===== src/sv/tzam_pkg.sv =====
// ----------------------------------------------------------------------------
// Temperature zone alarm monitor package
// Shared types and constants for the monitor controller and datapath.
// ----------------------------------------------------------------------------
`default_nettype none
package tzam_pkg;
   localparam int unsigned TempWidth  = 8;
   localparam int unsigned TickWidth  = 24;
   localparam int unsigned BlinkWidth = 10;
   localparam int unsigned CsrIndexWidth = 3;
   localparam int unsigned CsrDataWidth  = 24;

   localparam logic [CsrIndexWidth-1:0] CSR_LOW_LIMIT    = 3'd0;
   localparam logic [CsrIndexWidth-1:0] CSR_MID_POINT    = 3'd1;
   localparam logic [CsrIndexWidth-1:0] CSR_HIGH_LIMIT   = 3'd2;
   localparam logic [CsrIndexWidth-1:0] CSR_CRIT_LIMIT   = 3'd3;
   localparam logic [CsrIndexWidth-1:0] CSR_DWELL_TICKS  = 3'd4;
   localparam logic [CsrIndexWidth-1:0] CSR_REPEAT_TICKS = 3'd5;

   localparam logic [1:0] ZONE_LOW    = 2'd0;
   localparam logic [1:0] ZONE_NORMAL = 2'd1;
   localparam logic [1:0] ZONE_HIGH   = 2'd2;
   localparam logic [1:0] ZONE_CRIT   = 2'd3;

   localparam logic [1:0] TONE_NONE   = 2'd0;
   localparam logic [1:0] TONE_LONG   = 2'd1;
   localparam logic [1:0] TONE_SHORT  = 2'd2;
   localparam logic [1:0] TONE_REPEAT = 2'd3;

   localparam logic [BlinkWidth-1:0] BlinkOffTicks = 10'd300;
   localparam logic [BlinkWidth-1:0] BlinkOnTicks  = 10'd1000;

   typedef enum logic [1:0] {
      ST_IDLE,
      ST_DIVIDE,
      ST_RESULT
   } state_type;

   // Controller to datapath.
   typedef struct packed {
      logic accept;
      logic div_start;
      logic commit;
   } cmd_type;

   // Datapath to controller.
   typedef struct packed {
      logic div_done;
   } status_type;
endpackage
`default_nettype wire


===== src/sv/tzam_if.sv =====
// ----------------------------------------------------------------------------
// Temperature zone alarm monitor channel interfaces
// Valid/ready channels for the tick input and the status result.
// ----------------------------------------------------------------------------
`default_nettype none
interface tzam_req_if;
   logic       valid;
   logic       ready;
   logic [7:0] temperature;
   logic       ack_click;
   modport source (output valid, temperature, ack_click, input ready);
   modport sink   (input valid, temperature, ack_click, output ready);
endinterface

interface tzam_rsp_if;
   logic       valid;
   logic       ready;
   logic [1:0] zone_status;
   logic       alarm_active;
   logic [1:0] alarm_start_tone;
   logic       alarm_stop;
   logic [7:0] red_level;
   logic [7:0] green_level;
   logic [7:0] blue_level;
   logic       display_on;
   modport source (output valid, zone_status, alarm_active, alarm_start_tone,
                   alarm_stop, red_level, green_level, blue_level, display_on,
                   input ready);
   modport sink   (input valid, zone_status, alarm_active, alarm_start_tone,
                   alarm_stop, red_level, green_level, blue_level, display_on,
                   output ready);
endinterface
`default_nettype wire


===== src/sv/tzam_div.sv =====
// ----------------------------------------------------------------------------
// Temperature zone alarm monitor divider
// Restoring divider, one quotient bit per cycle, 16-bit dividend, 8-bit divisor.
// ----------------------------------------------------------------------------
`default_nettype none
module tzam_div (
   input  wire logic        clock,
   input  wire logic        reset,
   input  wire logic        start,
   input  wire logic [15:0] dividend,
   input  wire logic [7:0]  divisor,
   output logic             done,
   output logic [15:0]      quotient
);
   logic [15:0] quot_ff, quot_in;
   logic [8:0]  rem_ff, rem_in;
   logic [7:0]  div_ff, div_in;
   logic [4:0]  count_ff, count_in;
   logic        busy_ff, busy_in;
   logic [9:0]  trial;

   always_comb begin
      quot_in  = quot_ff;
      rem_in   = rem_ff;
      div_in   = div_ff;
      count_in = count_ff;
      busy_in  = busy_ff;
      trial    = {rem_ff, quot_ff[15]} - {2'b00, div_ff};
      if (start) begin
         quot_in  = dividend;
         rem_in   = '0;
         div_in   = divisor;
         count_in = 5'd16;
         busy_in  = 1'b1;
      end else if (busy_ff) begin
         if (!trial[9]) begin
            rem_in = trial[8:0];
            quot_in = {quot_ff[14:0], 1'b1};
         end else begin
            rem_in = {rem_ff[7:0], quot_ff[15]};
            quot_in = {quot_ff[14:0], 1'b0};
         end
         count_in = count_ff - 5'd1;
         if (count_ff == 5'd1) begin
            busy_in = 1'b0;
         end
      end
   end

   always_ff @(posedge clock) begin
      if (reset) begin
         busy_ff  <= 1'b0;
         count_ff <= '0;
      end else begin
         busy_ff  <= busy_in;
         count_ff <= count_in;
      end
      quot_ff <= quot_in;
      rem_ff  <= rem_in;
      div_ff  <= div_in;
   end

   assign done     = !busy_ff && !start;
   assign quotient = quot_ff;
endmodule
`default_nettype wire


===== src/sv/tzam_ctrl.sv =====
// ----------------------------------------------------------------------------
// Temperature zone alarm monitor controller
// Sequences accept, interpolation divide and result handoff for each tick.
// ----------------------------------------------------------------------------
`default_nettype none
module tzam_ctrl (
   input  wire logic                 clock,
   input  wire logic                 reset,
   input  wire logic                 req_valid,
   output logic                      req_ready,
   output logic                      rsp_valid,
   input  wire logic                 rsp_ready,
   input  wire tzam_pkg::status_type status,
   output tzam_pkg::cmd_type         cmd
);
   tzam_pkg::state_type state_ff, state_in;
   logic out_valid_ff, out_valid_in;

   always_ff @(posedge clock) begin
      if (reset) begin
         state_ff     <= tzam_pkg::ST_IDLE;
         out_valid_ff <= 1'b0;
      end else begin
         state_ff     <= state_in;
         out_valid_ff <= out_valid_in;
      end
   end

   always_comb begin
      state_in      = state_ff;
      out_valid_in  = out_valid_ff && !rsp_ready;
      cmd.accept    = 1'b0;
      cmd.div_start = 1'b0;
      cmd.commit    = 1'b0;
      req_ready     = 1'b0;
      unique case (state_ff)
         tzam_pkg::ST_IDLE: begin
            req_ready = 1'b1;
            if (req_valid) begin
               cmd.accept = 1'b1;
               state_in   = tzam_pkg::ST_DIVIDE;
            end
         end
         tzam_pkg::ST_DIVIDE: begin
            cmd.div_start = 1'b1;
            state_in      = tzam_pkg::ST_RESULT;
         end
         tzam_pkg::ST_RESULT: begin
            // Commit once the divide is done and the output register is free.
            if (status.div_done && (!out_valid_ff || rsp_ready)) begin
               cmd.commit   = 1'b1;
               out_valid_in = 1'b1;
               state_in     = tzam_pkg::ST_IDLE;
            end
         end
         default: state_in = tzam_pkg::ST_IDLE;
      endcase
   end

   assign rsp_valid = out_valid_ff;
endmodule
`default_nettype wire


===== src/sv/tzam_dp.sv =====
// ----------------------------------------------------------------------------
// Temperature zone alarm monitor datapath
// Zone timers, alarm flags, blink timer, LED interpolation and result register.
// ----------------------------------------------------------------------------
`default_nettype none
module tzam_dp (
   input  wire logic              clock,
   input  wire logic              reset,
   input  wire tzam_pkg::cmd_type cmd,
   output tzam_pkg::status_type   status,
   input  wire logic              csr_write_enable,
   input  wire logic [2:0]        csr_index,
   input  wire logic [23:0]       csr_write_data,
   input  wire logic [7:0]        in_temperature,
   input  wire logic              in_ack_click,
   output logic [1:0]             out_zone_status,
   output logic                   out_alarm_active,
   output logic [1:0]             out_alarm_start_tone,
   output logic                   out_alarm_stop,
   output logic [7:0]             out_red_level,
   output logic [7:0]             out_green_level,
   output logic [7:0]             out_blue_level,
   output logic                   out_display_on
);
   localparam logic [23:0] Max24 = 24'hFFFFFF;
   localparam logic [9:0]  Max10 = 10'h3FF;

   logic [7:0]  low_ff, mid_ff, high_ff, crit_ff;
   logic [23:0] dwell_ff, repeat_ticks_ff;

   logic [7:0]  temp_ff;
   logic        click_ff;

   logic        ack_pending_ff, ack_pending_in;
   logic [3:0]  started_ff, started_in;
   logic [23:0] elapsed_ff [4];
   logic [23:0] elapsed_in [4];
   logic        alarm_on_ff, alarm_on_in;
   logic        high_armed_ff, high_armed_in;
   logic        crit_armed_ff, crit_armed_in;
   logic        repeat_armed_ff, repeat_armed_in;
   logic [23:0] repeat_elapsed_ff, repeat_elapsed_in;
   logic        blink_phase_ff, blink_phase_in;
   logic [9:0]  blink_elapsed_ff, blink_elapsed_in;
   logic [7:0]  led_ff [3];
   logic [7:0]  led_in [3];
   logic        display_ff, display_in;
   logic [1:0]  last_zone_ff, last_zone_in;

   logic [1:0]  zone_out_ff;
   logic        alarm_out_ff;
   logic [1:0]  tone_out_ff;
   logic        stop_out_ff;
   logic [7:0]  red_out_ff, green_out_ff, blue_out_ff;
   logic        display_out_ff;

   // Interpolation operands, set up at accept time.
   logic [15:0] num_a_ff, num_a_in;
   logic [7:0]  span_ff, span_in;
   logic [2:0]  led_mode_ff, led_mode_in;
   logic [15:0] quotient;
   logic        div_done;

   localparam logic [2:0] LED_HOLD   = 3'd0;
   localparam logic [2:0] LED_OFF    = 3'd1;
   localparam logic [2:0] LED_COOL   = 3'd2;
   localparam logic [2:0] LED_MID    = 3'd3;
   localparam logic [2:0] LED_WARM   = 3'd4;
   localparam logic [2:0] LED_HIGHPT = 3'd5;
   localparam logic [2:0] LED_HOT    = 3'd6;

   tzam_div u_div (
      .clock    (clock),
      .reset    (reset),
      .start    (cmd.div_start),
      .dividend (num_a_ff),
      .divisor  (span_ff),
      .done     (div_done),
      .quotient (quotient)
   );
   assign status.div_done = div_done;

   // Configuration registers.
   always_ff @(posedge clock) begin
      if (reset) begin
         low_ff          <= 8'd25;
         mid_ff          <= 8'd35;
         high_ff         <= 8'd55;
         crit_ff         <= 8'd70;
         dwell_ff        <= 24'd60000;
         repeat_ticks_ff <= 24'd300000;
      end else if (csr_write_enable) begin
         unique case (csr_index)
            tzam_pkg::CSR_LOW_LIMIT:    low_ff          <= csr_write_data[7:0];
            tzam_pkg::CSR_MID_POINT:    mid_ff          <= csr_write_data[7:0];
            tzam_pkg::CSR_HIGH_LIMIT:   high_ff         <= csr_write_data[7:0];
            tzam_pkg::CSR_CRIT_LIMIT:   crit_ff         <= csr_write_data[7:0];
            tzam_pkg::CSR_DWELL_TICKS:  dwell_ff        <= csr_write_data;
            tzam_pkg::CSR_REPEAT_TICKS: repeat_ticks_ff <= csr_write_data;
            default: ;
         endcase
      end
   end

   // Divide setup: the divide gives (d*k)/span; k chosen per mode.
   logic [7:0] d_cool, d_warm, d_hot;
   always_comb begin
      d_cool = in_temperature - low_ff;
      d_warm = in_temperature - mid_ff;
      d_hot  = in_temperature - high_ff;
      num_a_in    = '0;
      span_in     = 8'd1;
      led_mode_in = LED_HOLD;
      priority if (in_temperature >= crit_ff) begin
         led_mode_in = LED_HOLD;
      end else if (in_temperature < low_ff) begin
         led_mode_in = LED_OFF;
      end else if (in_temperature < mid_ff) begin
         led_mode_in = LED_COOL;
         num_a_in    = 16'(d_cool) * 16'd10;
         span_in     = mid_ff - low_ff;
      end else if (in_temperature == mid_ff) begin
         led_mode_in = LED_MID;
      end else if (in_temperature < high_ff) begin
         led_mode_in = LED_WARM;
         num_a_in    = 16'(d_warm) * 16'd10;
         span_in     = high_ff - mid_ff;
      end else if (in_temperature == high_ff) begin
         led_mode_in = LED_HIGHPT;
      end else begin
         led_mode_in = LED_HOT;
         num_a_in    = 16'(d_hot) * 16'd90;
         span_in     = crit_ff - high_ff;
      end
   end

   always_ff @(posedge clock) begin
      if (cmd.accept) begin
         temp_ff     <= in_temperature;
         click_ff    <= in_ack_click;
         num_a_ff    <= num_a_in;
         span_ff     <= span_in;
         led_mode_ff <= led_mode_in;
      end
   end

   // (d*20)/s = 2*(d*10)/s + ((2*((d*10)%s)) >= s), so one divide serves both
   // colors; the remainder is recomputed from the quotient here.
   logic [15:0] rem10;
   logic [16:0] twice_rem;
   logic [15:0] q20;
   always_comb begin
      rem10     = num_a_ff - 16'(quotient * 16'(span_ff));
      twice_rem = {rem10, 1'b0};
      q20       = {quotient[14:0], 1'b0} + 16'(twice_rem >= 17'(span_ff));
   end

   // Tick state update.
   logic        valid_t;
   logic        in_low, in_norm, in_high, in_crit;
   logic [3:0]  in_zone;
   logic [3:0]  qual;
   logic        sel_ack, sel_lown, sel_high, sel_crit;
   logic [1:0]  tone;
   logic        stop;
   logic [23:0] el_inc [4];
   logic        bp_tmp;
   always_comb begin
      valid_t = (temp_ff != 8'd0) && (temp_ff <= 8'd200);
      in_low  = temp_ff <= low_ff;
      in_norm = (temp_ff > low_ff) && (temp_ff < high_ff);
      in_high = (temp_ff >= high_ff) && (temp_ff < crit_ff);
      in_crit = temp_ff >= crit_ff;
      in_zone = {in_crit, in_high, in_norm, in_low};

      ack_pending_in    = ack_pending_ff;
      started_in        = started_ff;
      alarm_on_in       = alarm_on_ff;
      high_armed_in     = high_armed_ff;
      crit_armed_in     = crit_armed_ff;
      repeat_armed_in   = repeat_armed_ff;
      repeat_elapsed_in = repeat_elapsed_ff;
      blink_phase_in    = blink_phase_ff;
      blink_elapsed_in  = blink_elapsed_ff;
      display_in        = display_ff;
      last_zone_in      = last_zone_ff;
      tone              = tzam_pkg::TONE_NONE;
      stop              = 1'b0;
      qual              = '0;
      sel_ack = 1'b0; sel_lown = 1'b0; sel_high = 1'b0; sel_crit = 1'b0;
      bp_tmp  = 1'b0;
      for (int i = 0; i < 4; i++) begin
         el_inc[i]     = (started_ff[i] && elapsed_ff[i] != Max24) ?
                         elapsed_ff[i] + 24'd1 : elapsed_ff[i];
         elapsed_in[i] = elapsed_ff[i];
      end
      for (int i = 0; i < 3; i++) begin
         led_in[i] = led_ff[i];
      end

      if (valid_t) begin
         for (int i = 0; i < 4; i++) begin
            elapsed_in[i] = el_inc[i];
            qual[i] = in_zone[i] && started_ff[i] && (el_inc[i] >= dwell_ff);
         end
         if (repeat_elapsed_ff != Max24) repeat_elapsed_in = repeat_elapsed_ff + 24'd1;
         if (blink_elapsed_ff != Max10) blink_elapsed_in = blink_elapsed_ff + 10'd1;
         ack_pending_in = ack_pending_ff || click_ff;

         unique case (led_mode_ff)
            LED_HOLD: ;
            LED_OFF: begin
               led_in[0] = 8'd0; led_in[1] = 8'd0; led_in[2] = 8'd0;
            end
            LED_COOL: begin
               led_in[0] = 8'd0;
               led_in[1] = q20[7:0];
               led_in[2] = 8'd10 - quotient[7:0];
            end
            LED_MID: begin
               led_in[0] = 8'd0; led_in[1] = 8'd20; led_in[2] = 8'd0;
            end
            LED_WARM: begin
               led_in[0] = quotient[7:0];
               led_in[1] = 8'd20 - q20[7:0];
               led_in[2] = 8'd0;
            end
            LED_HIGHPT: begin
               led_in[0] = 8'd10; led_in[1] = 8'd0; led_in[2] = 8'd0;
            end
            LED_HOT: begin
               led_in[0] = 8'd10 + quotient[7:0];
               led_in[1] = 8'd0; led_in[2] = 8'd0;
            end
            default: ;
         endcase

         // Zone checks only happen for zones the alarm chain reaches. With
         // misordered limits several zones can hold the reading at once, so
         // the chain is decided by which zone qualifies first.
         priority if (alarm_on_ff && ack_pending_in) begin
            sel_ack = 1'b1;
         end else if (qual[0] || qual[1]) begin
            sel_lown = 1'b1;
         end else if (qual[2]) begin
            sel_high = 1'b1;
         end else if (qual[3]) begin
            sel_crit = 1'b1;
         end else begin
            sel_crit = 1'b0;
         end

         // Started flags: ack updates crit only, else checks run in order until a match.
         if (sel_ack) begin
            started_in[3] = in_crit;
            if (in_crit && !started_ff[3]) elapsed_in[3] = '0;
         end else begin
            for (int i = 0; i < 4; i++) begin
               if (i == 0 || !(qual[0] || (i > 1 && qual[1]) || (i > 2 && qual[2]))) begin
                  started_in[i] = in_zone[i];
                  if (in_zone[i] && !started_ff[i]) elapsed_in[i] = '0;
               end
            end
         end

         if (sel_ack) begin
            ack_pending_in = 1'b0;
            alarm_on_in    = 1'b0;
            stop           = 1'b1;
            if (qual[3]) begin
               repeat_armed_in   = 1'b1;
               repeat_elapsed_in = '0;
               last_zone_in      = tzam_pkg::ZONE_CRIT;
            end
         end else if (sel_lown) begin
            last_zone_in = qual[0] ? tzam_pkg::ZONE_LOW : tzam_pkg::ZONE_NORMAL;
            if (alarm_on_ff) begin
               alarm_on_in = 1'b0;
               stop        = 1'b1;
            end
            high_armed_in   = 1'b1;
            crit_armed_in   = 1'b1;
            repeat_armed_in = 1'b0;
         end else if (sel_high) begin
            last_zone_in = tzam_pkg::ZONE_HIGH;
            if (high_armed_ff && !alarm_on_ff) begin
               alarm_on_in   = 1'b1;
               high_armed_in = 1'b0;
               tone          = tzam_pkg::TONE_LONG;
            end
            crit_armed_in   = 1'b1;
            repeat_armed_in = 1'b0;
            display_in      = 1'b1;
         end else if (sel_crit) begin
            last_zone_in = tzam_pkg::ZONE_CRIT;
            if (repeat_armed_ff && repeat_elapsed_in >= repeat_ticks_ff) begin
               repeat_armed_in = 1'b0;
               alarm_on_in     = 1'b1;
               tone            = tzam_pkg::TONE_REPEAT;
            end else if (crit_armed_ff && !alarm_on_ff) begin
               alarm_on_in   = 1'b1;
               crit_armed_in = 1'b0;
               tone          = tzam_pkg::TONE_SHORT;
            end
            bp_tmp = blink_phase_ff;
            if (!blink_phase_ff && blink_elapsed_in >= tzam_pkg::BlinkOffTicks) begin
               bp_tmp = 1'b1; blink_elapsed_in = '0; display_in = 1'b1;
            end else if (blink_phase_ff && blink_elapsed_in >= tzam_pkg::BlinkOnTicks) begin
               bp_tmp = 1'b0; blink_elapsed_in = '0; display_in = 1'b0;
            end
            blink_phase_in = bp_tmp;
            led_in[0] = bp_tmp ? 8'd255 : 8'd0;
         end
      end
   end

   always_ff @(posedge clock) begin
      if (reset) begin
         ack_pending_ff    <= 1'b0;
         started_ff        <= '0;
         alarm_on_ff       <= 1'b0;
         high_armed_ff     <= 1'b0;
         crit_armed_ff     <= 1'b0;
         repeat_armed_ff   <= 1'b0;
         repeat_elapsed_ff <= '0;
         blink_phase_ff    <= 1'b0;
         blink_elapsed_ff  <= '0;
         display_ff        <= 1'b1;
         last_zone_ff      <= tzam_pkg::ZONE_LOW;
         for (int i = 0; i < 4; i++) elapsed_ff[i] <= '0;
         for (int i = 0; i < 3; i++) led_ff[i] <= '0;
      end else if (cmd.commit) begin
         ack_pending_ff    <= ack_pending_in;
         started_ff        <= started_in;
         alarm_on_ff       <= alarm_on_in;
         high_armed_ff     <= high_armed_in;
         crit_armed_ff     <= crit_armed_in;
         repeat_armed_ff   <= repeat_armed_in;
         repeat_elapsed_ff <= repeat_elapsed_in;
         blink_phase_ff    <= blink_phase_in;
         blink_elapsed_ff  <= blink_elapsed_in;
         display_ff        <= display_in;
         last_zone_ff      <= last_zone_in;
         for (int i = 0; i < 4; i++) elapsed_ff[i] <= elapsed_in[i];
         for (int i = 0; i < 3; i++) led_ff[i] <= led_in[i];
      end
   end

   always_ff @(posedge clock) begin
      if (cmd.commit) begin
         zone_out_ff    <= last_zone_in;
         alarm_out_ff   <= alarm_on_in;
         tone_out_ff    <= tone;
         stop_out_ff    <= stop;
         red_out_ff     <= led_in[0];
         green_out_ff   <= led_in[1];
         blue_out_ff    <= led_in[2];
         display_out_ff <= display_in;
      end
   end

   assign out_zone_status      = zone_out_ff;
   assign out_alarm_active     = alarm_out_ff;
   assign out_alarm_start_tone = tone_out_ff;
   assign out_alarm_stop       = stop_out_ff;
   assign out_red_level        = red_out_ff;
   assign out_green_level      = green_out_ff;
   assign out_blue_level       = blue_out_ff;
   assign out_display_on       = display_out_ff;
endmodule
`default_nettype wire


===== src/sv/temperature_zone_alarm_monitor.sv =====
// ----------------------------------------------------------------------------
// Temperature zone alarm monitor
// Per-tick zone qualification, alarm sequencing and RGB LED level generation.
// ----------------------------------------------------------------------------
// Each request transaction is one millisecond tick carrying a temperature
// reading and an acknowledge click; exactly one response transaction follows
// it. After acceptance a tick passes through the divide-start state, then the
// LED interpolation divider, which produces one quotient bit per cycle over a
// 16-bit dividend, and then the commit, which registers the response. The
// next request can be accepted in the cycle after the commit. Ticks are
// processed one at a time; a new request is taken while the previous
// response still waits in its output register. Configuration registers are
// written through the csr port; the user must write them only while the
// block is idle, as the block does not enforce this. They take effect on the
// next tick. Readings of 0 or above 200 leave all tick state untouched.
`default_nettype none
module temperature_zone_alarm_monitor (
   input  wire logic        clock,
   input  wire logic        reset,
   tzam_req_if.sink         req,
   tzam_rsp_if.source       rsp,
   input  wire logic        csr_write_enable,
   input  wire logic [2:0]  csr_index,
   input  wire logic [23:0] csr_write_data
);
   tzam_pkg::cmd_type    cmd;
   tzam_pkg::status_type status;

   // The controller owns the handshakes; the datapath holds all tick state.
   tzam_ctrl u_ctrl (
      .clock     (clock),
      .reset     (reset),
      .req_valid (req.valid),
      .req_ready (req.ready),
      .rsp_valid (rsp.valid),
      .rsp_ready (rsp.ready),
      .status    (status),
      .cmd       (cmd)
   );

   tzam_dp u_dp (
      .clock                (clock),
      .reset                (reset),
      .cmd                  (cmd),
      .status               (status),
      .csr_write_enable     (csr_write_enable),
      .csr_index            (csr_index),
      .csr_write_data       (csr_write_data),
      .in_temperature       (req.temperature),
      .in_ack_click         (req.ack_click),
      .out_zone_status      (rsp.zone_status),
      .out_alarm_active     (rsp.alarm_active),
      .out_alarm_start_tone (rsp.alarm_start_tone),
      .out_alarm_stop       (rsp.alarm_stop),
      .out_red_level        (rsp.red_level),
      .out_green_level      (rsp.green_level),
      .out_blue_level       (rsp.blue_level),
      .out_display_on       (rsp.display_on)
   );
endmodule
`default_nettype wire

===== src/flat_wrapper.sv =====
// flat-port wrapper written by rule: the top's interface ports become plain ports
module temperature_zone_alarm_monitor_flat 
  (clock, reset, csr_write_enable, csr_index, csr_write_data, req_valid, req_temperature, req_ack_click, req_ready, rsp_valid, rsp_zone_status, rsp_alarm_active, rsp_alarm_start_tone, rsp_alarm_stop, rsp_red_level, rsp_green_level, rsp_blue_level, rsp_display_on, rsp_ready);
  tzam_req_if req_i ();
  tzam_rsp_if rsp_i ();
  input  wire logic clock;
  input  wire logic reset;
  input  wire logic csr_write_enable;
  input  wire logic [2:0] csr_index;
  input  wire logic [23:0] csr_write_data;
  input wire logic [$bits(req_i.valid)-1:0] req_valid;
  input wire logic [$bits(req_i.temperature)-1:0] req_temperature;
  input wire logic [$bits(req_i.ack_click)-1:0] req_ack_click;
  output wire logic [$bits(req_i.ready)-1:0] req_ready;
  output wire logic [$bits(rsp_i.valid)-1:0] rsp_valid;
  output wire logic [$bits(rsp_i.zone_status)-1:0] rsp_zone_status;
  output wire logic [$bits(rsp_i.alarm_active)-1:0] rsp_alarm_active;
  output wire logic [$bits(rsp_i.alarm_start_tone)-1:0] rsp_alarm_start_tone;
  output wire logic [$bits(rsp_i.alarm_stop)-1:0] rsp_alarm_stop;
  output wire logic [$bits(rsp_i.red_level)-1:0] rsp_red_level;
  output wire logic [$bits(rsp_i.green_level)-1:0] rsp_green_level;
  output wire logic [$bits(rsp_i.blue_level)-1:0] rsp_blue_level;
  output wire logic [$bits(rsp_i.display_on)-1:0] rsp_display_on;
  input wire logic [$bits(rsp_i.ready)-1:0] rsp_ready;
  assign req_i.valid = req_valid;
  assign req_i.temperature = req_temperature;
  assign req_i.ack_click = req_ack_click;
  assign req_ready = req_i.ready;
  assign rsp_valid = rsp_i.valid;
  assign rsp_zone_status = rsp_i.zone_status;
  assign rsp_alarm_active = rsp_i.alarm_active;
  assign rsp_alarm_start_tone = rsp_i.alarm_start_tone;
  assign rsp_alarm_stop = rsp_i.alarm_stop;
  assign rsp_red_level = rsp_i.red_level;
  assign rsp_green_level = rsp_i.green_level;
  assign rsp_blue_level = rsp_i.blue_level;
  assign rsp_display_on = rsp_i.display_on;
  assign rsp_i.ready = rsp_ready;
  temperature_zone_alarm_monitor u_core (.clock(clock), .reset(reset), .req(req_i), .rsp(rsp_i), .csr_write_enable(csr_write_enable), .csr_index(csr_index), .csr_write_data(csr_write_data));
endmodule

===== config.mk =====
export PLATFORM = sky130hd
export DESIGN_NAME = temperature_zone_alarm_monitor_flat
export DESIGN_NICKNAME = d
export VERILOG_FILES = /design/src/sv/tzam_pkg.sv /design/src/sv/tzam_if.sv /design/src/sv/tzam_div.sv /design/src/sv/tzam_ctrl.sv /design/src/sv/tzam_dp.sv /design/src/sv/temperature_zone_alarm_monitor.sv /design/src/flat_wrapper.sv
export SDC_FILE = /design/constraint.sdc
export NUM_CORES = 1
export LEC_CHECK = 0
export ABC_AREA = 1
export ABC_CLOCK_PERIOD_IN_PS = 7500
export BUFFER_PORTS_ARGS = -buffer_cell sky130_fd_sc_hd__buf_2
export CORE_MARGIN = 2
export CORE_UTILIZATION = 45
export CTS_CLUSTER_SIZE = 25
export DETAILED_ROUTE_END_ITERATION = 10
export GPL_TIMING_DRIVEN = 0
export SKIP_CTS_REPAIR_TIMING = 1
export SYNTH_ARGS = -nofsm -noshare
export SYNTH_HDL_FRONTEND = slang
export SYNTH_SLANG_ARGS = --single-unit
export TNS_END_PERCENT = 5

===== constraint.sdc =====
create_clock -name clock -period 7.5 [get_ports clock]
set_input_delay 0.375 -clock clock [delete_from_list [all_inputs] [get_ports clock]]
set_output_delay 0.375 -clock clock [all_outputs]
set_load 0.02 [all_outputs]

---- Yosys cells after proc, flatten, opt, wreduce, memory -nomap -nowiden ----
Memory sizes are Yosys's and may differ from the RTL's.
Index checks and enable logic that the tools add are counted.
storage, ports and cells
  register bits ........................... 236
  RAM bits ................................ 120
  bits of input ports ..................... 41
  output and inout bits ................... 33
  logic and storage cells ................. 349
  memories ................................ 2
operators by class
  add/subtract/negate cells ............... 19
  $mul .................................... 4
  magnitude comparators ................... 19
  eq/ne operators ......................... 27
  muxes and demuxes ....................... 146
  bitwise logic cells ..................... 13
  reductions and logical operators ........ 74
memories
  memory                  words  bits a word  read ports  clocked after memory_dff  write ports  line           RTL
  u_core.u_dp.elapsed_ff  4      24           4           0                         4            tzam_dp.sv:36  logic [23:0] elapsed_ff [4];
  u_core.u_dp.led_ff      3      8            3           0                         3            tzam_dp.sv:45  logic [7:0] led_ff [3];
operators by type and width
  operator               count
  $mux 24                21
  $pmux 24 s6            1
  $add 24x1->24 const B  5
  $ge 24x24->1           5
  $ne 24x24->1 const B   5
  $mux 8                 12
  $mux 96                1
  $mux 10                8
  $mux 1                 76
  $mux 72                1
  $mux 12                4
  $sub 8x8->8            6
  $lt 8x8->1             5
  $mux 16                2
  $mux 2                 16
  $logic_and 1x1->1      28
  $ge 8x8->1             3
  $mul 8x3->11 const B   2
  $ge 17x8->1            1
  $eq 8x8->1             2
  $mul 16x8->16          1
  $reduce_and 2->1       8
  $sub 16x16->16         1
  $eq 3x3->1 const B     5
  44 further kinds       83

---- Depth between registers and ports, before layout ----
Gate-level depths: netlist (run 1).
An unclocked memory read counts as a cell.
  word-level depth ........................ 23
  mapped depth ............................ 35
  gate-level depth less buffers ........... 33

---- By module ----
From an unflattened synthesis (run 1), not the netlist that was laid out.
unflattened totals
  cell total of the unflattened synthesis .. 3,754
  area, all modules ....................... 28,843.9 um^2
modules (own cells, without submodules)
  module     instances  cells an instance  area an instance (um^2)  sequential area each (um^2)
  tzam_dp    1          3,464              26,555.5                 8,097.8
  tzam_div   1          271                2,144.6                  1,021.0
  tzam_ctrl  1          19                 143.9                    60.1

---- Worst setup path before layout (run 1) ----
No wires, ideal clock.
  path kind ............................... reg2reg
  start ................................... register u_core.u_dp.u_div.quot_ff[3], in the netlist u_core.u_dp.u_div.quotient[3]
  end ..................................... memory u_core.u_dp.led_ff[1][6], in the netlist u_core.u_dp.led_ff[0][14], data pin
  library setup time ...................... 266 ps
  arrival ................................. 5,201 ps
  data required time ...................... 7,234 ps
  setup slack ............................. 2,033 ps
  stages on the path, launching flop included .. 32
  path buffers ............................ 2
  period minus slack after synthesis ...... 5,467 ps
  path through ............................ edfxtp_1 clkbuf_1 clkbuf_1 nand2_1 fa_1 fa_1 fa_1 inv_1 fa_1 inv_1 ha_1 nand2_1 inv_1 a21oi_1 nand3_1 nand2_1 inv_1 nor2_1 nand2_1 nand2_1 nor2_1 nand3_1 inv_1 ha_1 a21oi_1 nand2_1 nand2_1 nand2_1 a22oi_1 nand2_1 nand2_1 nor2_1
RTL lines
  what                    line            RTL
  start, declared         tzam_div.sv:15  logic [15:0] quot_ff, quot_in;
  start signal, assigned  tzam_div.sv:58  quot_ff <= quot_in;
  end, declared           tzam_dp.sv:45

==> flow_metrics.env, run 1 <==
export IMPL_run_status="finished, final reports clean"
export IMPL_avgSynthCellArea_sq_um=7.82
export IMPL_p_sw_mw=3.76
export IMPL_die_y_um=257
export IMPL_die_x_um=257
export IMPL_yosys_area_top_type="edfxtp_1"
export IMPL_synth_cells=3671
export IMPL_power_frac_clock_pct=24.0
export IMPL_initial_core_util_pct=45.5
export IMPL_setup_worst_path_start="u_core.u_dp.u_div.quotient[5]"
export IMPL_drive_gt1_share_pct=6.77
export IMPL_final_nets=4230
export IMPL_internal_power_mw=5.14
export IMPL_netlist_area_sq_um=28700
export IMPL_post_route_period_util_pct=87.6
export IMPL_grt_max_degree=63
export IMPL_max_vdd_ir_drop_mv=0.337
export IMPL_worstSetupStartpointType="register"
export IMPL_die_area_sq_um=65800
export IMPL_synth_cell_types=70
export IMPL_slew_viol_final=0
export IMPL_synth_most_common_cell="inv_1"
export IMPL_clock_latency_ns=0.60
export IMPL_max_freq_mhz=152
export IMPL_first_pass_iters=6
export IMPL_swShare_pct=42.3
export IMPL_syn_nets=4108
export IMPL_rsz0062_at_grt="no"
export IMPL_fillCellCount=6317
export IMPL_synth_seq_cells=354
export IMPL_drc=0
export IMPL_netlist_top_cells_area="edfxtp_1 22%, ha_1 13%, dfxtp_1 10%, inv_1 9.5%, nand2_1 8.6%"
export IMPL_power_density_nw_per_um2=281
export IMPL_p_leak_nw=15.0
export IMPL_hold_violations=0
export IMPL_multiInputGateArea_sq_um=16400
export IMPL_setup_viol=0
export IMPL_critPathMaxFanout=10
export IMPL_rows=92
export IMPL_drt_antenna_violating_nets=0
export IMPL_p_seq_share_pct=25.5
export IMPL_tns_ns=0
export IMPL_grt_overflow=0
export IMPL_drt_wl_total_um=75500
export IMPL_htree_num_levels=2
export IMPL_min_period_ns=6.57
export IMPL_cts_buffers_inserted=43
export IMPL_layout_setup_ws_ns=0.933
export IMPL_port_buffers=73
export IMPL_regArea_sq_um=9180
export IMPL_cts_num_sinks=354
export IMPL_p_total_mw=8.90
export IMPL_pre_cts_ws_ns=0.959
export IMPL_finClkSkew_ns=0.0309
export IMPL_grt_pass1_wl_um=121000
export IMPL_ioPinCount=74
export IMPL_crit_path_end_kind="register"
export IMPL_fin_hold_ws_ns=0.0326
export IMPL_worstMarginPinSlew_ns=1.28
export IMPL_async_reset_ff_share_pct=0
export IMPL_grt_pass1_vias=22600
export IMPL_clkTransAtPathRegs_ns=0.06
export IMPL_r2r_cells=23
export IMPL_synthTopCellsByCount="729 x inv_1, 657 x nand2_1, 329 x nor2_1"
export IMPL_vias_per_cell=5.14
export IMPL_tritoncts="built"
export IMPL_synth_edf_count=209
export IMPL_hp_class="in2reg"
export IMPL_cts_root_buffer="clkbuf_16"
export IMPL_worstSetupEndpoint="u_core.u_dp.led_ff[0][10]"
export IMPL_area_delta_synth_final_pct=10.2
export IMPL_cp_cell_sequence="clkbuf_1 -> nand2_1 -> fa_1 -> fa_1 -> fa_1 -> inv_1 -> fa_1 -> inv_1 -> ha_1 -> a21oi_1 -> nor2_1 -> nor3_1 -> o21ai_0 -> a21oi_1 -> inv_1 -> nand2_1 -> nand2_1 -> nand3_1 -> inv_1 -> ha_1 -> or2_2 -> a32oi_1 -> a211oi_1"
export IMPL_dpl_hpwl_um=60200
export IMPL_gp_congestion=0.906
export IMPL_critical_path_max_stage_delay_ns=0.56
export IMPL_fp_coreArea_sq_um=63100
export IMPL_worstSetupPathType="reg2reg"
export IMPL_r2r_end="u_core.u_dp.led_ff[0][10]"
export IMPL_crit_slowest_cell="fa_1"
export IMPL_antenna_found_initial=2
export IMPL_seq_area_frac_synth_pct=32.0
export IMPL_detail_route_iter0_violations=1657
export IMPL_synth_top_area_share_pct=21.9
export IMPL_drv_max_cap_violation_count=0
export IMPL_r2r_start="u_core.u_dp.u_div.quotient[5]"
export IMPL_clockBufferDepth=3
export IMPL_synth_ff_type="edfxtp_1"
export IMPL_slew_limit_headroom_pct=14.0
export IMPL_combPwrFrac_pct=50.5
export IMPL_crit_required_ns=7.80
export IMPL_wire_per_inst_um=16.1
export IMPL_worstPathArrival_ns=6.87
export IMPL_grt_usage_pct=22.9
export IMPL_vias=24000
export IMPL_synth_yosys_warnings=0
export IMPL_regToRegSetupSlack_ns=0.93
export IMPL_n_antenna_cell=0
==> kinds of logic after synthesis <==
| family | count (synthesis) | synth area share (%) |
|---|---|---|
| and+or+nand+nor | 1362 | 20.8 |
| buffers and inverters | 821 | 10.9 |
| AOI/OAI and AO/OA | 567 | 11.4 |
| adders and majority gates | 396 | 19.7 |
| DFF | 354 | 32.0 |
| xor gates and xnor gates | 171 | 5.30 |
==> worst min path at each step <==
stage / to / cells after the start / slack [ns] / startpoint
after floorplan: u_core.u_dp.u_div.div_ff[0] / 0 / 0.42 / u_core.u_dp.span_ff[0]
after global placement: u_core.u_dp.u_div.div_ff[1] / 0 / 0.43 / u_core.u_dp.span_ff[1]
after detailed placement: u_core.u_dp.u_div.div_ff[1] / 0 / 0.43 / u_core.u_dp.span_ff[1]
after CTS: u_core.u_dp.dwell_ff[13] / 3 / 0.01 / csr_write_data[13]
after global routing: u_core.u_dp.repeat_ticks_ff[18] / 3 / 0.03 / csr_write_data[18]
final: u_core.u_dp.repeat_ticks_ff[18] / 3 / 0.03 / csr_write_data[18]
==> per-layer routing <==
| layer | routed length [um] | share of wire (%) | global-route usage (%) | vias to the layer above |
|---|---|---|---|---|
| li1 | - | - | - | 12200 |
| met1 | 37500 | 50 | 33.9 | 11100 |
| met2 | 32700 | 43 | 35.5 | 568 |
| met3 | 3900 | 5.2 | 2.84 | 83 |
| met4 | 1320 | 1.7 | 5.05 | 2 |
| met5 | 13 | 0.017 | 0 | - |
==> flip-flops by register name (all words and copies together), names as in the netlist, 5 cells and up <==
name,count
u_core.u_dp.repeat_elapsed_ff,24
u_core.u_dp.high_ff,8
u_core.u_dp.out_red_level,8
u_core.u_dp.u_div.quotient,16
u_core.u_dp.crit_ff,8
u_core.u_dp.out_green_level,8
u_core.u_dp.low_ff,8
u_core.u_dp.num_a_ff,14
u_core.u_dp.span_ff,8
u_core.u_dp.led_ff,24
u_core.u_dp.elapsed_ff,96
u_core.u_dp.dwell_ff,24
u_core.u_dp.out_blue_level,8
u_core.u_dp.u_div.div_ff,8
u_core.u_dp.blink_elapsed_ff,10
u_core.u_dp.temp_ff,8
u_core.u_dp.mid_ff,8
u_core.u_dp.repeat_ticks_ff,24
u_core.u_dp.u_div.rem_ff,9
u_core.u_dp.u_div.count_ff,5
==> power groups by stage <==
stage                     combinational (mW)  sequential (mW)  clock [mW]
after detailed placement                4.50             2.31           0
after global routing                    5.27             2.28        2.24
after CTS                               4.53             2.27        2.18
after floorplan                         3.47             2.28           0
after global placement                  4.46             2.31           0
final                                   4.49             2.27        2.13
==> cell type report <==
class | instances | share of cell area, %
inverters | 750 | 8.90
well taps | 846 | 3.35
flip-flops and latches | 354 | 29.0
repair buffers | 77 | 1.35
clock inverters | 23 | 0.862
clock buffers | 56 | 3.65
multi-input cells | 2496 | 51.9
plain buffers | 71 | 0.969
==> through the flow <==
step | cells | utilization [%] | instance area, sq um
floorplan | 3671 | - | 28700
global placement | 4590 | 47.8 | 30100
detailed placement | 4594 | 47.9 | 30200
CTS | 4673 | 50.1 | 31600
global route | 4673 | 50.1 | 31600
finish | 4673 | 50.1 | 31600
==> cells in the final DEF (no fill, tap or decap), types with 26 or more instances in the layout <==
master     count
fa_1          92
nor2_1       329
nor3_1        53
nand3_1      156
nor4_1        26
edfxtp_1     209
o21ai_0      164
clkbuf_16     43
xor2_1       133
o211ai_1      45
dfxtp_1      145
ha_1         304
buf_2         87
nand4_1       53
inv_1        729
nand2_1      657
clkbuf_1      62
a21oi_1      229
xnor2_1       35
==> critical path: cells and delay by family (launching register included) <==
kind,cells,cell delay (ns)
compound gates,5,1.29
simple gates,7,1.04
buf+inv,5,0.74
flops,1,0.48
fa+ha+maj,6,2.74
Note: power is estimated with default switching activity, not from simulation.
==> run 2: changes to the inputs <==
--- a/config.mk
+++ b/config.mk
@@ -7,13 +7,14 @@
 export LEC_CHECK = 0
 export ABC_AREA = 1
 export ABC_CLOCK_PERIOD_IN_PS = 7500
-export BUFFER_PORTS_ARGS = -buffer_cell sky130_fd_sc_hd__buf_2
+export BUFFER_PORTS_ARGS = -buffer_cell sky130_fd_sc_hd__buf_4
 export CORE_MARGIN = 2
 export CORE_UTILIZATION = 45
 export CTS_CLUSTER_SIZE = 25
 export DETAILED_ROUTE_END_ITERATION = 10
 export GPL_TIMING_DRIVEN = 0
 export SKIP_CTS_REPAIR_TIMING = 1
+export SLEW_MARGIN = 25
 export SYNTH_ARGS = -nofsm -noshare
 export SYNTH_HDL_FRONTEND = slang
 export SYNTH_SLANG_ARGS = --single-unit
==> run 2 against run 1 <==
Register-to-register slack hardly changed. Non-clock buffer count up 1. Die area unchanged. Critical path depth rose by 8. Critical path type unchanged. Combinational power hardly changed. Setup slack lost 0.011 ns. Sequential power about the same. Clock power grew 9.9%. Worst hold slack lost 0.012 ns. Largest power group unchanged. Final cell count about the same.
==> flow_metrics.env, run 2 (synthesis gave the netlist of run 1 again) <==
export IMPL_die_area_sq_um=65800
export IMPL_die_y_um=257
export IMPL_largest_reg_flops=96
export IMPL_p_sw_mw=3.78
export IMPL_top_register="u_core.u_dp.elapsed_ff"
export IMPL_clockBufferDepth=3
export IMPL_drc=0
export IMPL_internal_power_mw=5.33
export IMPL_worstSetupStartpointType="register"
export IMPL_place_inst=4595
export IMPL_dpl_hpwl_um=60600
export IMPL_vias_per_cell=5.08
export IMPL_grt_max_degree=55
export IMPL_rsz0062_at_grt="no"
export IMPL_ioPinCount=74
export IMPL_cts_num_sinks=354
export IMPL_post_route_period_util_pct=87.7
export IMPL_max_freq_mhz=152
export IMPL_drt_wl_total_um=75800
export IMPL_slew_viol_final=0
export IMPL_hp_class="in2reg"
export IMPL_grt_usage_pct=22.9
export IMPL_final_nets=4231
export IMPL_p_leak_nw=15.2
export IMPL_power_frac_clock_pct=25.7
export IMPL_p_total_mw=9.10
export IMPL_run_status="finished, final reports clean"
export IMPL_dpl_cell_area_sq_um=30400
export IMPL_r2r_end="u_core.u_dp.led_ff[0][14]"
export IMPL_p_seq_share_pct=24.9
export IMPL_crit_buf_inv=8
export IMPL_whs_path_depth=1
export IMPL_drive_gt1_share_pct=7.10
export IMPL_hp_start="req_ack_click"
export IMPL_clock_latency_ns=0.59
export IMPL_min_period_ns=6.58
export IMPL_worstSetupPathType="reg2reg"
export IMPL_crit_required_ns=7.81
export IMPL_max_vdd_ir_drop_mv=0.305
export IMPL_drt_antenna_violating_nets=0
export IMPL_final_cell_mix="728 x inv_1, 657 x nand2_1, 329 x nor2_1, 304 x ha_1, 229 x a21oi_1"
export IMPL_critPathTopFamily="adder cells"
export IMPL_hold_violations=0
export IMPL_hold_path_endpoint="u_core.u_dp.click_ff"
export IMPL_fp_coreArea_sq_um=63100
export IMPL_layout_setup_ws_ns=0.922
export IMPL_cts_buffers_inserted=43
export IMPL_setup_viol=0
export IMPL_cpMostUsedCell="nand2_1"
export IMPL_gp_congestion=0.903
export IMPL_wire_per_inst_um=16.2
export IMPL_detail_route_iter0_violations=1519
export IMPL_tns_ns=0
export IMPL_regToRegSetupSlack_ns=0.92
export IMPL_area_delta_synth_final_pct=11.5
export IMPL_fin_area_sq_um=32000
export IMPL_cts_root_buffer="clkbuf_16"
export IMPL_grt_pass1_wl_um=122000
export IMPL_crit_path_end_kind="register"
export IMPL_clkTransAtPathRegs_ns=0.06
export IMPL_grt_overflow=0
export IMPL_n_antenna_cell=0
export IMPL_pre_cts_ws_ns=0.963
export IMPL_combPwrFrac_pct=49.4
export IMPL_die_x_um=257
export IMPL_r2r_cells=31
export IMPL_grt_pass1_vias=22600
export IMPL_tritoncts="built"
export IMPL_layout_commonest_cell="inv_1"
export IMPL_first_pass_iters=6
export IMPL_instances_no_fill=4675
export IMPL_critPathMaxFanout=10
export IMPL_r2r_start="u_core.u_dp.span_ff[0]"
export IMPL_initial_core_util_pct=45.5
export IMPL_swShare_pct=41.5
export IMPL_worstMarginPinSlew_ns=0.999
export IMPL_finClkSkew_ns=0.0220
export IMPL_htree_num_levels=2
export IMPL_vias=23800
export IMPL_drv_max_cap_violation_count=0
export IMPL_power_density_nw_per_um2=285
export IMPL_rows=92
export IMPL_crit_slowest_cell="buf_1"
export IMPL_antenna_found_initial=0
export IMPL_slew_limit_headroom_pct=32.8
export IMPL_port_buffers=73
export IMPL_critical_path_max_stage_delay_ns=0.53
export IMPL_worstPathArrival_ns=6.88
## run 2: cell type report
cell class | count | area (sq um)
fillers | 6263 | 31100
plain buffers | 71 | 310
clock buffers | 53 | 1190
multi-input cells | 2496 | 16400
inverters | 750 | 2820
well taps | 846 | 1060
repair buffers | 78 | 626
flip-flops and latches | 354 | 9180
clock inverters | 27 | 397
## run 2: worst reg2reg max path, delay by kind of cell, from the launching register on
| family | cells | cell delay (ns) |
|---|---|---|
| AOI/OAI and AO/OA | 5 | 1.13 |
| buffers and inverters | 8 | 1.23 |
| DFF | 1 | 0.35 |
| and+or+nand+nor | 12 | 1.15 |
| adders and majority gates | 6 | 2.45 |
## run 2: worst max-delay path by stage
stage | cells after the start | end | slack, ns | start
floorplan | 31 | u_core.u_dp.led_ff[0][14] | 2.03 | u_core.u_dp.u_div.quotient[3]
global placement | 25 | u_core.u_dp.out_green_level[2] | 1.00 | u_core.u_dp.span_ff[2]
detailed placement | 30 | u_core.u_dp.led_ff[0][14] | 0.96 | u_core.u_dp.u_div.quotient[3]
CTS | 30 | u_core.u_dp.led_ff[0][14] | 0.93 | u_core.u_dp.u_div.quotient[3]
global route | 30 | u_core.u_dp.led_ff[0][14] | 0.44 | u_core.u_dp.u_div.quotient[3]
finish | 31 | u_core.u_dp.led_ff[0][14] | 0.92 | u_core.u_dp.span_ff[0]
## run 2: routing by layer
metal,vias to the layer above,GRT usage [%],routed length (um)
met5,-,0,0
met2,502,35.4,32700
li1,12200,-,-
met1,11000,33.8,38000
met4,0,5.30,1420
met3,83,2.98,3630
## run 2: power by group through the flow
stage,sequential [mW],combinational [mW],clock (mW)
floorplan,2.28,3.47,0
global placement,2.31,4.47,0
detailed placement,2.31,4.52,0
CTS,2.27,4.55,2.38
global route,2.28,5.30,2.45
finish,2.27,4.50,2.34
## run 2: metrics by stage
stage	util [%]	hold WS [ns]
after floorplan	-	0.421
after global placement	48.1	0.427
after detailed placement	48.2	0.452
after CTS	50.7	-0.0109
after global routing	50.7	0.00551
final	50.7	0.0206
==> run 3: changes to the inputs <==
--- a/config.mk
+++ b/config.mk
@@ -13,6 +13,7 @@
 export CTS_CLUSTER_SIZE = 25
 export DETAILED_ROUTE_END_ITERATION = 10
 export GPL_TIMING_DRIVEN = 0
+export RECOVER_POWER = 25
 export SKIP_CTS_REPAIR_TIMING = 1
 export SLEW_MARGIN = 25
 export SYNTH_ARGS = -nofsm -noshare
==> run 3 against run 2 <==
Total power hardly changed. Final cell count did not move. Critical path type unchanged. Clock-buffer cell count unchanged. Non-clock buffer count stayed put. Largest cell class unchanged.
==> flow_metrics.env, run 3 (synthesis gave the netlist of run 1 again) <==
export IMPL_area_delta_synth_final_pct=10.7
export IMPL_cts_num_sinks=354
export IMPL_p_sw_mw=3.78
export IMPL_antenna_found_initial=0
export IMPL_crit_slowest_cell="buf_1"
export IMPL_ioPinCount=74
export IMPL_grt_pass1_vias=22600
export IMPL_clkTransAtPathRegs_ns=0.06
export IMPL_slew_viol_final=0
export IMPL_setup_worst_path_start="u_core.u_dp.span_ff[0]"
export IMPL_finClkSkew_ns=0.0209
export IMPL_hold_violations=0
export IMPL_post_route_period_util_pct=87.6
export IMPL_power_density_nw_per_um2=286
export IMPL_fin_area_sq_um=31800
export IMPL_wire_per_inst_um=16.2
export IMPL_grt_pass1_wl_um=122000
export IMPL_p_seq_share_pct=25.0
export IMPL_grt_max_degree=55
export IMPL_cts_root_buffer="clkbuf_16"
export IMPL_r2r_start="u_core.u_dp.span_ff[0]"
export IMPL_dpl_hpwl_um=60600
export IMPL_largest_reg_flops=96
export IMPL_drt_wl_total_um=75800
export IMPL_grt_usage_pct=22.9
export IMPL_n_antenna_cell=0
export IMPL_critPathMaxFanout=10
export IMPL_layout_commonest_cell="inv_1"
export IMPL_cpMostUsedCell="nand2_1"
export IMPL_gp_congestion=0.903
export IMPL_dpl_cell_area_sq_um=30400
export IMPL_vias_per_cell=5.08
export IMPL_initial_core_util_pct=45.5
export IMPL_drive_gt1_share_pct=5.85
export IMPL_final_nets=4231
export IMPL_hp_class="in2reg"
export IMPL_worstPathArrival_ns=6.88
export IMPL_regToRegSetupSlack_ns=0.93
export IMPL_vias=23800
export IMPL_swShare_pct=41.5
export IMPL_multiInputGateArea_sq_um=16400
export IMPL_port_buffers=73
export IMPL_slew_limit_headroom_pct=12.9
export IMPL_fillCellCount=6304
export IMPL_worstMarginPinSlew_ns=1.31
export IMPL_clock_latency_ns=0.58
export IMPL_p_leak_nw=15.0
export IMPL_min_period_ns=6.57
export IMPL_clockBufferDepth=3
export IMPL_rows=92
export IMPL_drt_antenna_violating_nets=0
export IMPL_crit_required_ns=7.81
export IMPL_top_register="u_core.u_dp.elapsed_ff"
export IMPL_htree_num_levels=2
export IMPL_worstSetupStartpointType="register"
export IMPL_drc=0
export IMPL_hp_start="csr_write_data[18]"
export IMPL_r2r_end="u_core.u_dp.led_ff[0][14]"
export IMPL_combPwrFrac_pct=49.4
export IMPL_setup_viol=0
export IMPL_whs_path_depth=3
export IMPL_fp_coreArea_sq_um=63100
export IMPL_internal_power_mw=5.32
export IMPL_crit_path_end_kind="register"
export IMPL_cts_buffers_inserted=43
export IMPL_drv_max_cap_violation_count=0
export IMPL_fin_hold_ws_ns=0.0378
export IMPL_first_pass_iters=5
export IMPL_tritoncts="built"
export IMPL_die_area_sq_um=65800
export IMPL_place_inst=4595
export IMPL_grt_overflow=0
export IMPL_regArea_sq_um=9180
export IMPL_die_x_um=257
export IMPL_worstSetupPathType="reg2reg"
export IMPL_max_freq_mhz=152
export IMPL_run_status="finished, final reports clean"
export IMPL_instances_no_fill=4675
export IMPL_max_vdd_ir_drop_mv=0.301
export IMPL_die_y_um=257
export IMPL_r2r_cells=31
export IMPL_detail_route_iter0_violations=1615
export IMPL_final_cell_mix="728 x inv_1, 657 x nand2_1, 330 x nor2_1, 304 x ha_1, 229 x a21oi_1"
export IMPL_rsz0062_at_grt="no"
export IMPL_tns_ns=0
export IMPL_power_frac_clock_pct=25.6
export IMPL_hold_path_endpoint="u_core.u_dp.repeat_ticks_ff[18]"
export IMPL_critical_path_max_stage_delay_ns=0.53
-- run 3: cell count changes in the layout (fill, tap and decap cells not counted), sizes merged --
cell | before | now
clkbuf | 105 | 152
buf | 97 | 50
-- run 3: worst max-delay path, delay by kind of cell, from the launching register on --
family | cells | cell delay (ns)
AO/OA/AOI/OAI | 5 | 1.11
buffers and inverters | 8 | 1.22
flip-flops | 1 | 0.35
AND/OR/NAND/NOR | 12 | 1.16
adder cells (fa/ha/maj) | 6 | 2.45
-- run 3: how the worst max path moves through the flow --
| stage | to | depth (start not counted) |
|---|---|---|
| 3_5_place_dp | u_core.u_dp.led_ff[0][14] | 30 |
| 6_report | u_core.u_dp.led_ff[0][14] | 31 |
| 2_1_floorplan | u_core.u_dp.led_ff[0][14] | 31 |
| 5_1_grt | u_core.u_dp.led_ff[0][14] | 30 |
| 4_1_cts | u_core.u_dp.led_ff[0][14] | 30 |
| 3_3_place_gp | u_core.u_dp.out_green_level[2] | 25 |
-- run 3: power groups by stage --
| stage | Clock, mW | Combinational (mW) | Sequential, mW |
|---|---|---|---|
| floorplan | 0 | 3.47 | 2.28 |
| global placement | 0 | 4.47 | 2.31 |
| detailed placement | 0 | 4.52 | 2.31 |
| CTS | 2.38 | 4.55 | 2.27 |
| global route | 2.45 | 5.29 | 2.28 |
| finish | 2.33 | 4.50 | 2.27 |
-- run 3: per-stage QoR --
step	utilization, %	power [mW]	setup slack, ns
floorplan	-	5.75	2.03
global placement	48.1	6.78	1.00
detailed placement	48.2	6.83	0.963
CTS	50.7	9.20	0.932
global route	50.4	10.0	0.438
finish	50.4	9.10	0.931
-- run 3: final cells by class --
type	count	area share, %
flip-flops and latches	354	28.9
plain buffers	71	0.976
repair buffers	78	1.36
clock inverters	27	1.25
multi-input cells	2496	51.6
inverters	750	8.86
well taps	846	3.33
clock buffers	53	3.74
-- run 3: layer usage --
metal	global-route usage (%)	up-vias	share of wire, %	wire length [um]
met3	2.98	80	5.1	3860
met4	5.30	0	1.7	1320
li1	-	12200	-	-
met1	33.8	11000	50	37900
met5	0	-	0	0
met2	35.4	544	43	32700
